--- src/bfps_pkg.sv ---
// ----------------------------------------------------------------------------
// bfps_pkg: shared types and constants for the bit-sliced Fitch step
// Request and response payloads, lane and cost-tree interfaces, and codes.
// ----------------------------------------------------------------------------
package bfps_pkg;

  localparam int STATE_LANES    = 4;
  localparam int MAX_WORDS      = 64;
  localparam int SITES_PER_WORD = 64;
  localparam int NUM_STATES     = 4;

  localparam int WEIGHT_DEPTH = MAX_WORDS * SITES_PER_WORD;
  localparam int ROW_W        = (MAX_WORDS > 1) ? $clog2(MAX_WORDS) : 1;
  localparam int SITE_W       = $clog2(SITES_PER_WORD);
  localparam int GROUPS       = 8;
  localparam int GROUP_SZ     = SITES_PER_WORD / GROUPS;

  localparam int WEIGHT_W = 24;
  localparam int GSUM_W   = 27;
  localparam int GCNT_W   = 4;
  localparam int COST_W   = 30;
  localparam int TOTAL_W  = 48;
  localparam int POS_W    = 12;
  localparam int CFG_IDX_W = 2;
  localparam int CFG_DATA_W = 24;

  typedef enum logic {
    OP_LOAD   = 1'b0,
    OP_UPDATE = 1'b1
  } opcode_e;

  typedef enum logic [CFG_IDX_W-1:0] {
    CFG_ACTIVE_STATES  = 2'd0,
    CFG_WEIGHTED_WORDS = 2'd1,
    CFG_BASE_COST      = 2'd2
  } cfg_idx_e;

  typedef struct packed {
    logic        opcode;
    logic [63:0] child_a_state0;
    logic [63:0] child_a_state1;
    logic [63:0] child_a_state2;
    logic [63:0] child_a_state3;
    logic [63:0] child_b_state0;
    logic [63:0] child_b_state1;
    logic [63:0] child_b_state2;
    logic [63:0] child_b_state3;
    logic [11:0] position;
    logic [23:0] weight_value;
    logic        last_word;
  } in_req_t;

  typedef struct packed {
    logic [63:0] parent_state0;
    logic [63:0] parent_state1;
    logic [63:0] parent_state2;
    logic [63:0] parent_state3;
    logic [29:0] word_cost;
    logic [47:0] total_cost;
    logic        last_of_run;
  } out_rsp_t;

  // What one state lane reports to the merging stage.
  typedef struct packed {
    logic [SITES_PER_WORD-1:0] isect;
    logic [SITES_PER_WORD-1:0] uni;
  } lane_res_t;

  // Control for the cost tree, registered alongside the weight read.
  typedef struct packed {
    logic                      weighted;
    logic [SITES_PER_WORD-1:0] wmask;
    logic [SITES_PER_WORD-1:0] cmask;
  } cost_req_t;

endpackage

--- src/bfps_state_lane.sv ---
// ----------------------------------------------------------------------------
// bfps_state_lane: one character-state lane of the Fitch step
// Forms the intersection and union of the two child sets for one state.
// ----------------------------------------------------------------------------
module bfps_state_lane (
  input  logic                               lane_en_i,
  input  logic [bfps_pkg::SITES_PER_WORD-1:0] a_i,
  input  logic [bfps_pkg::SITES_PER_WORD-1:0] b_i,
  output bfps_pkg::lane_res_t                res_o
);
  import bfps_pkg::*;

  // A lane that is not in use contributes nothing to either set.
  always_comb begin
    res_o.isect = lane_en_i ? (a_i & b_i) : '0;
    res_o.uni   = lane_en_i ? (a_i | b_i) : '0;
  end

endmodule

--- config.mk ---
export PLATFORM = sky130hd
export DESIGN_NAME = bfps_state_lane
export DESIGN_NICKNAME = d
export VERILOG_FILES = /design/src/bfps_pkg.sv /design/src/bfps_state_lane.sv
export SDC_FILE = /design/constraint.sdc
export NUM_CORES = 1
export LEC_CHECK = 0
export BUFFER_PORTS_ARGS = -buffer_cell sky130_fd_sc_hd__buf_4
export CORE_AREA = 8 8 93 95
export DETAILED_ROUTE_END_ITERATION = 7
export DIE_AREA = 0 0 101 103
export PLACE_DENSITY_LB_ADDON = 0.2
export SYNTH_ARGS = -nofsm -noshare
export SYNTH_HDL_FRONTEND = slang
export SYNTH_SLANG_ARGS = --single-unit
--- constraint.sdc ---
create_clock -name vclk -period 1.49
set_input_delay 0.298 -clock vclk [all_inputs]
set_output_delay 0.298 -clock vclk [all_outputs]
set_load 0.05 [all_outputs]
==> impl_metrics.json <==
{
  "antenna_found_initial": 0,
  "row_count": 31,
  "postLayoutCellArea_sq_um": 2970,
  "ys_top_cells_by_count": "and3_1, o21a_1, buf_2",
  "slew_headroom_pct": 85.4,
  "start_util_pct": 13.6,
  "syn-cell-area_sq_um": 972,
  "hold_buffers": 0,
  "final_core_util_pct": 41.7,
  "overflow": 0,
  "fill_cells": 766,
  "synth_fp_nets": 271,
  "routedWlPerCell_um": 16.4,
  "slew_violations": 0,
  "firstDrtPassIters": 4,
  "grt_max_degree": 66,
  "die_area_sq_um": 10400,
  "maxCapViolCount": 0,
  "fin_tns_setup_ns": 0,
  "ant_nets": 0,
  "pre_cts_ws_ns": 0.115,
  "holdWs_ns": 0.960,
  "yosys_warnings": 0,
  "end_kind": "output port",
  "post_cts_buffers": 0,
  "leakagePower_nw": 1.79,
  "layout-drive-gt1-share_pct": 66.9,
  "place.port_buffers": 257,
  "crit_fanout": 65,
  "hold_violations": 0,
  "n_clock_buffer": 0,
  "setup_violations": 0,
  "area_growth_pct": 206,
  "fin_nets": 518,
  "dr_total_vias": 2099,
  "synth-seq-area-share_pct": 0,
  "yosys.area.top_type": "o21a_1",
  "coreArea_sq_um": 7140,
  "cp.required_ns": 1.19,
  "min_period_ns": 1.37,
  "n_antenna_cell": 0,
  "cp.arrival_ns": 1.08,
  "setup_slack_ns": 0.117,
  "grt_setup_unrepaired": "no",
  "min_period_over_period_pct": 92.2,
  "io_pins": 257,
  "vias_per_cell": 4.32,
  "fp.dieH_um": 103,
  "dp_hpwl_um": 7200,
  "first_global_vias": 2114,
  "register_area_sq_um": 0,
  "ys_types": 6,
  "grt_pass1_wl_um": 10700,
  "ir_worst_vdd_v": 0.000209,
  "dpl_cell_area_sq_um": 2970,
  "max_freq_ghz": 0.728,
  "p_per_area_nw_per_um2": 489,
  "hold_class": "input pin to output port",
  "worstSetupPathType": "input pin to output port",
  "tightest_slew_ns": 0.219,
  "track_usage_pct": 12.7,
  "first_iter_violations": 29,
  "yosysTopAreaCellShare_pct": 49.4,
  "drc": 0,
  "wl_um": 7950,
  "routabilityCongestion": 0.837,
  "avgSynthCellArea_sq_um": 6.85,
  "synthTopCellsByArea": "o21a_1, and3_1, buf_2, buf_6, buf_4",
  "synth_cells": 142,
  "die_w_um": 101,
  "start_kind": "input pin",
  "status": "complete, no violations",
  "nFlopsAndLatches": 0,
  "cts_resized": 0
}
cell families after synthesis:
family	share of synthesized area, %
AND/OR/NAND/NOR	41.2
AO/OA/AOI/OAI	49.4
buffers and inverters	9.39
metal layers:
metal  track usage, %  up-vias  share of wire [%]
met5                0        -                  0
met4             1.03        0               0.77
met3             6.28        4                 14
met2             26.0      139                 53
met1             11.3      922                 32
li1                 -     1034                  -
area by class of cell:
class                           instances  area, sq um  area share, %
Timing Repair Buffer                  259         1970           66.2
Multi-Input combinational cell        128          881           29.6
Tap cell                               99          124           4.16
cells in the final DEF, fill, tap and decap left out, drive strengths merged:
master,synthesis,routed
and3,64,64
o21a,64,64
buf,13,259
per-stage QoR:
step	total power, W	std cells
2_1_floorplan	0.000853	142
3_3_place_gp	0.00146	486
3_5_place_dp	0.00146	486
4_1_cts	0.00147	486
5_1_grt	0.00152	486
6_report	0.00145	486
power breakdown:
group          switching, W  leakage [nW]  internal, W  total (W)
clock network             0             0            0          0
registers                 0             0            0          0
logic              0.000903          1.79     0.000551    0.00145
total              0.000903          1.79     0.000551    0.00145
worst max-delay path, stage by stage:
cell	delay (ns)
buf_4	0.11
buf_12	0.22
and3_1	0.22
buf_4	0.20
path summary, 6_finish.rpt:
path                   from         to  slack, ns  cells after the start
setup / recovery  lane_en_i  res_o[81]       0.12                      4
hold / removal      a_i[56]  res_o[56]       0.96                      3
No activity file was read; power rests on OpenSTA's default activity.
