## src/bfps_pkg.sv

```systemverilog
// ----------------------------------------------------------------------------
// bfps_pkg: shared types and constants for the bit-sliced Fitch step
// Request and response payloads, lane and cost-tree interfaces, and codes.
// ----------------------------------------------------------------------------
package bfps_pkg;

  localparam int STATE_LANES    = 4;
  localparam int MAX_WORDS      = 64;
  localparam int SITES_PER_WORD = 64;
  localparam int NUM_STATES     = 4;

  localparam int WEIGHT_DEPTH = MAX_WORDS * SITES_PER_WORD;
  localparam int ROW_W        = (MAX_WORDS > 1) ? $clog2(MAX_WORDS) : 1;
  localparam int SITE_W       = $clog2(SITES_PER_WORD);
  localparam int GROUPS       = 8;
  localparam int GROUP_SZ     = SITES_PER_WORD / GROUPS;

  localparam int WEIGHT_W = 24;
  localparam int GSUM_W   = 27;
  localparam int GCNT_W   = 4;
  localparam int COST_W   = 30;
  localparam int TOTAL_W  = 48;
  localparam int POS_W    = 12;
  localparam int CFG_IDX_W = 2;
  localparam int CFG_DATA_W = 24;

  typedef enum logic {
    OP_LOAD   = 1'b0,
    OP_UPDATE = 1'b1
  } opcode_e;

  typedef enum logic [CFG_IDX_W-1:0] {
    CFG_ACTIVE_STATES  = 2'd0,
    CFG_WEIGHTED_WORDS = 2'd1,
    CFG_BASE_COST      = 2'd2
  } cfg_idx_e;

  typedef struct packed {
    logic        opcode;
    logic [63:0] child_a_state0;
    logic [63:0] child_a_state1;
    logic [63:0] child_a_state2;
    logic [63:0] child_a_state3;
    logic [63:0] child_b_state0;
    logic [63:0] child_b_state1;
    logic [63:0] child_b_state2;
    logic [63:0] child_b_state3;
    logic [11:0] position;
    logic [23:0] weight_value;
    logic        last_word;
  } in_req_t;

  typedef struct packed {
    logic [63:0] parent_state0;
    logic [63:0] parent_state1;
    logic [63:0] parent_state2;
    logic [63:0] parent_state3;
    logic [29:0] word_cost;
    logic [47:0] total_cost;
    logic        last_of_run;
  } out_rsp_t;

  // What one state lane reports to the merging stage.
  typedef struct packed {
    logic [SITES_PER_WORD-1:0] isect;
    logic [SITES_PER_WORD-1:0] uni;
  } lane_res_t;

  // Control for the cost tree, registered alongside the weight read.
  typedef struct packed {
    logic                      weighted;
    logic [SITES_PER_WORD-1:0] wmask;
    logic [SITES_PER_WORD-1:0] cmask;
  } cost_req_t;

endpackage

```

## src/bfps_cost_tree.sv

```systemverilog
// ----------------------------------------------------------------------------
// bfps_cost_tree: two-stage registered cost adder
// Sums the masked site weights, or counts empty sites scaled by 256, for one word.
// ----------------------------------------------------------------------------
module bfps_cost_tree (
  input  logic                                  clk_i,
  input  logic                                  en_i,
  input  bfps_pkg::cost_req_t                   req_i,
  input  logic [bfps_pkg::WEIGHT_W-1:0]         weights_i [bfps_pkg::SITES_PER_WORD],
  output logic [bfps_pkg::COST_W-1:0]           cost_o
);
  import bfps_pkg::*;

  logic [GSUM_W-1:0] gsum_d [GROUPS];
  logic [GSUM_W-1:0] gsum_q [GROUPS];
  logic [GCNT_W-1:0] gcnt_d [GROUPS];
  logic [GCNT_W-1:0] gcnt_q [GROUPS];
  logic              weighted_q;
  logic [COST_W-1:0] cost_d;
  logic [COST_W-1:0] cost_q;

  // First stage: eight groups of eight sites each.
  always_comb begin
    for (int g = 0; g < GROUPS; g++) begin
      gsum_d[g] = '0;
      gcnt_d[g] = '0;
      for (int k = 0; k < GROUP_SZ; k++) begin
        if (req_i.wmask[g*GROUP_SZ+k]) begin
          gsum_d[g] = gsum_d[g] + GSUM_W'(weights_i[g*GROUP_SZ+k]);
        end
        gcnt_d[g] = gcnt_d[g] + GCNT_W'(req_i.cmask[g*GROUP_SZ+k]);
      end
    end
  end

  // Second stage: combine the groups and pick the cost kind.
  always_comb begin
    logic [COST_W-1:0] wsum;
    logic [COST_W-1:0] csum;
    wsum = '0;
    csum = '0;
    for (int g = 0; g < GROUPS; g++) begin
      wsum = wsum + COST_W'(gsum_q[g]);
      csum = csum + COST_W'(gcnt_q[g]);
    end
    cost_d = weighted_q ? wsum : (csum << 8);
  end

  always_ff @(posedge clk_i) begin
    if (en_i) begin
      gsum_q     <= gsum_d;
      gcnt_q     <= gcnt_d;
      weighted_q <= req_i.weighted;
      cost_q     <= cost_d;
    end
  end

  assign cost_o = cost_q;

endmodule

```

## config.mk

```make
export PLATFORM = sky130hd
export DESIGN_NAME = bfps_cost_tree
export DESIGN_NICKNAME = d
export VERILOG_FILES = /design/src/bfps_pkg.sv /design/src/bfps_cost_tree.sv
export SDC_FILE = /design/constraint.sdc
export NUM_CORES = 2
export LEC_CHECK = 0
export BUFFER_PORTS_ARGS = -buffer_cell sky130_fd_sc_hd__buf_2
export CAP_MARGIN = 20
export CORE_AREA = 2 2 666 668
export CTS_CLUSTER_SIZE = 25
export DETAILED_ROUTE_END_ITERATION = 16
export DIE_AREA = 0 0 668 670
export HOLD_SLACK_MARGIN = 0.06
export SLEW_MARGIN = 20
export SYNTH_ARGS = -nofsm -noshare
export SYNTH_HDL_FRONTEND = slang
export SYNTH_SLANG_ARGS = --single-unit
```

## constraint.sdc

```tcl
create_clock -name clk_i -period 21.5 [get_ports clk_i]
set_input_delay 4.3 -clock clk_i [delete_from_list [all_inputs] [get_ports clk_i]]
set_output_delay 4.3 -clock clk_i [all_outputs]
set_load 0.005 [all_outputs]
```

==> out/qor.yml <==
cts:
  cts_setup_buffers: 0
  cts_tree: "built"
  cts_hold_buffers: 0
  cts-root-buf: "clkbuf_16"
  clk_pin_slew_ns: 0.07
  numCtsBuffers: 40
  h-tree-depth: 2
  clock_path_buffers: 3
  clk_latency_ns: 0.66
  cts_sinks: 279
  cts_resized: 0
cells_and_area:
  n_fill_cell: 48800
  syn_to_final_growth_pct: 17.7
  fin_nets: 17400
  final_layout_size_suffix_gt1_share_pct: 18.4
run:
  cap_violations: 0
grt:
  first_global_vias: 95500
  grt_overflow: 0
  grt_pass1_wl_um: 687000
  antenna_found_initial: 453
  grt_usage_pct: 21.2
  grt_max_degree: 67
synth:
  syn_nets: 15900
  ys_ff_latch: 279
  ys.flop_type: "edfxtp_1"
  ys_async_sr_fraction_pct: 0
  avgSynthCellArea_um2: 7.76
  synth-edff-count: 279
  yosysWarnings: 0
  yosysUniqueCellTypes: 104
  ys_seq_area_share_pct: 8.62
  synthCells: 12500
  synth.cell_area_mm2: 0.0972
route:
  drt_iter0_markers: 7385
  viasPerCell: 5.01
  wl_um: 498000
  via_count: 101000
  wire_per_inst_um: 24.7
  drc: 0
  drt_first_pass_iters: 6
  antenna_left: 0
setup_path:
  worstPathMaxFanout: 33
  r2r-start: "gsum_q[56]$_DFFE_PP_"
  worstPathBufferInverterCount: 1
  startpoint_type: "input pin"
  reg2reg_setup_slack_ns: 14.45
  endpoint_kind: "flop"
  slowest_stage: "a211oi_1"
  r2r-end: "cost_o[28]$_SDFFCE_PN0P_"
  cp.arrival_ns: 18.73
  crit_cells: 58
  slowest_delay_ns: 0.81
  critPathTopFamily: "compound AO/OA/AOI/OAI gates"
  path_class: "in -> reg"
  crit_path_end: "gsum_q[106]$_DFFE_PP_"
  crit_start: "req_i[96]"
  cp.required_ns: 21.90
  r2r_cells: 24
placed_design:
  io_buffers: 1696
  hpwlAfterDp_um: 448000
  place_congestion: 1.07
timing:
  setup-violations-final: 0
  min_period_ns: 18.33
  slew_headroom_pct: 7.55
  min_period_over_period_pct: 85.2
  rsz0062_at_grt: "false"
  finalClockSkew_ns: 0.0763
  tns_ns: 0
  final-max-slew-violation-count: 0
  fmax_ghz: 0.0546
  hold_violations: 0
  worst_pin_slew_ns: 1.37
die:
  design.die.area_mm2: 0.448
  start_util_pct: 22.1
  rows: 244
  core_area_mm2: 0.440
  pin_count: 1697
  die_h_um: 670
  die_x_um: 668
worst_hold_path:
  hold_class: "reg -> reg"
outcome:
  outcome: "complete, no violations"
==> worst min-delay path by stage <==
stage | cells past startpoint | startpoint | slack [ns] | to
6_report | 3 | gsum_q[162]$_DFFE_PP_ | 0.82 | cost_o[0]$_SDFFCE_PN0P_
2_1_floorplan | 1 | weighted_q$_DFFE_PP_ | 0.67 | cost_o[10]$_DFFE_PP_
5_1_grt | 3 | gsum_q[162]$_DFFE_PP_ | 0.88 | cost_o[0]$_SDFFCE_PN0P_
4_1_cts | 3 | gsum_q[162]$_DFFE_PP_ | 0.84 | cost_o[0]$_SDFFCE_PN0P_
3_3_place_gp | 3 | gsum_q[162]$_DFFE_PP_ | 0.79 | cost_o[0]$_SDFFCE_PN0P_
3_5_place_dp | 3 | gsum_q[162]$_DFFE_PP_ | 0.80 | cost_o[0]$_SDFFCE_PN0P_
==> area by class of cell <==
cell class	count	area, µm²	share of cell area [%]
repair buffers	1736	8800	7.69
inverters	931	3490	3.06
flip-flops and latches	279	8380	7.32
well taps	5904	7390	6.46
clock inverters	28	407	0.356
diodes	266	666	0.582
clock buffers	46	1020	0.895
multi-input cells	11000	84200	73.6
==> metrics by stage <==
step	instances	util, %	instance area [µm²]	hold WS, ns	setup WS (ns)
2_1_floorplan	12500	-	97200	0.668	4.96
3_3_place_gp	19900	25.5	112000	0.789	2.68
3_5_place_dp	19900	25.5	112000	0.799	2.83
4_1_cts	19900	25.8	114000	0.837	3.54
5_1_grt	20100	25.9	114000	0.881	2.34
6_report	20200	26.0	114000	0.825	3.17
==> worst min-delay path: cells and delay by family, from the launching register on <==
kind          cells  cell delay, ns
flops             1            0.34
fa+ha+maj         2            0.26
simple gates      1            0.12
==> cell usage after synthesis (268+ instances only) <==
library cell | number | share of area (%)
clkbuf_1 | 268 | 1.0
inv_1 | 917 | 3.5
mux2_2 | 613 | 7.1
xnor2_1 | 717 | 6.5
ha_1 | 1485 | 19
nor2_1 | 912 | 3.5
o21ai_0 | 883 | 4.5
edfxtp_1 | 279 | 8.6
nand2_1 | 930 | 3.6
fa_1 | 272 | 5.6
a21oi_1 | 1181 | 6.1
xor2_1 | 467 | 4.2
o21a_1 | 334 | 2.6
a21o_1 | 504 | 3.9
==> metal layers <==
metal | GRT usage (%) | wire length [µm] | up-vias
li1 | - | - | 48900
met4 | 11.4 | 30000 | 252
met3 | 5.10 | 35900 | 1052
met5 | 0 | 1630 | -
met2 | 35.3 | 230000 | 3422
met1 | 25.1 | 201000 | 47600
==> cell families (layout without fill, tap and decap cells) <==
| group | Yosys count | in the layout | share of synthesized area, % |
|---|---|---|---|
| AOI/OAI and AO/OA | 4074 | 4074 | 26.9 |
| and+or+nand+nor | 3254 | 3254 | 15.9 |
| adders and majority gates | 1782 | 1782 | 25.0 |
| buffers and inverters | 1236 | 2741 | 4.78 |
| xor gates and xnor gates | 1189 | 1189 | 10.8 |
| muxes | 706 | 706 | 8.06 |
| DFF | 279 | 279 | 8.62 |
| other | 0 | 266 | 0 |
==> state kept, by name, indices dropped and copies added, names as in the netlist <==
name and count:
gcnt_q 32, weighted_q 1, gsum_q 216, cost_o 30
==> layout by cell type, fill, tap and decap left out, types with 266 or more instances in the layout <==
cell and count:
a21o_1 504, nand2_1 930, diode_2 266, buf_2 1695, nor2_1 912, ha_1 1485
inv_1 917, fa_1 272, o21ai_0 883, a21oi_1 1181, edfxtp_1 279, o21a_1 334
mux2_2 613, xor2_1 466, xnor2_1 716
Power is not shown: default switching activity piles up to over one toggle a cycle in this logic, so the estimate is an artifact.
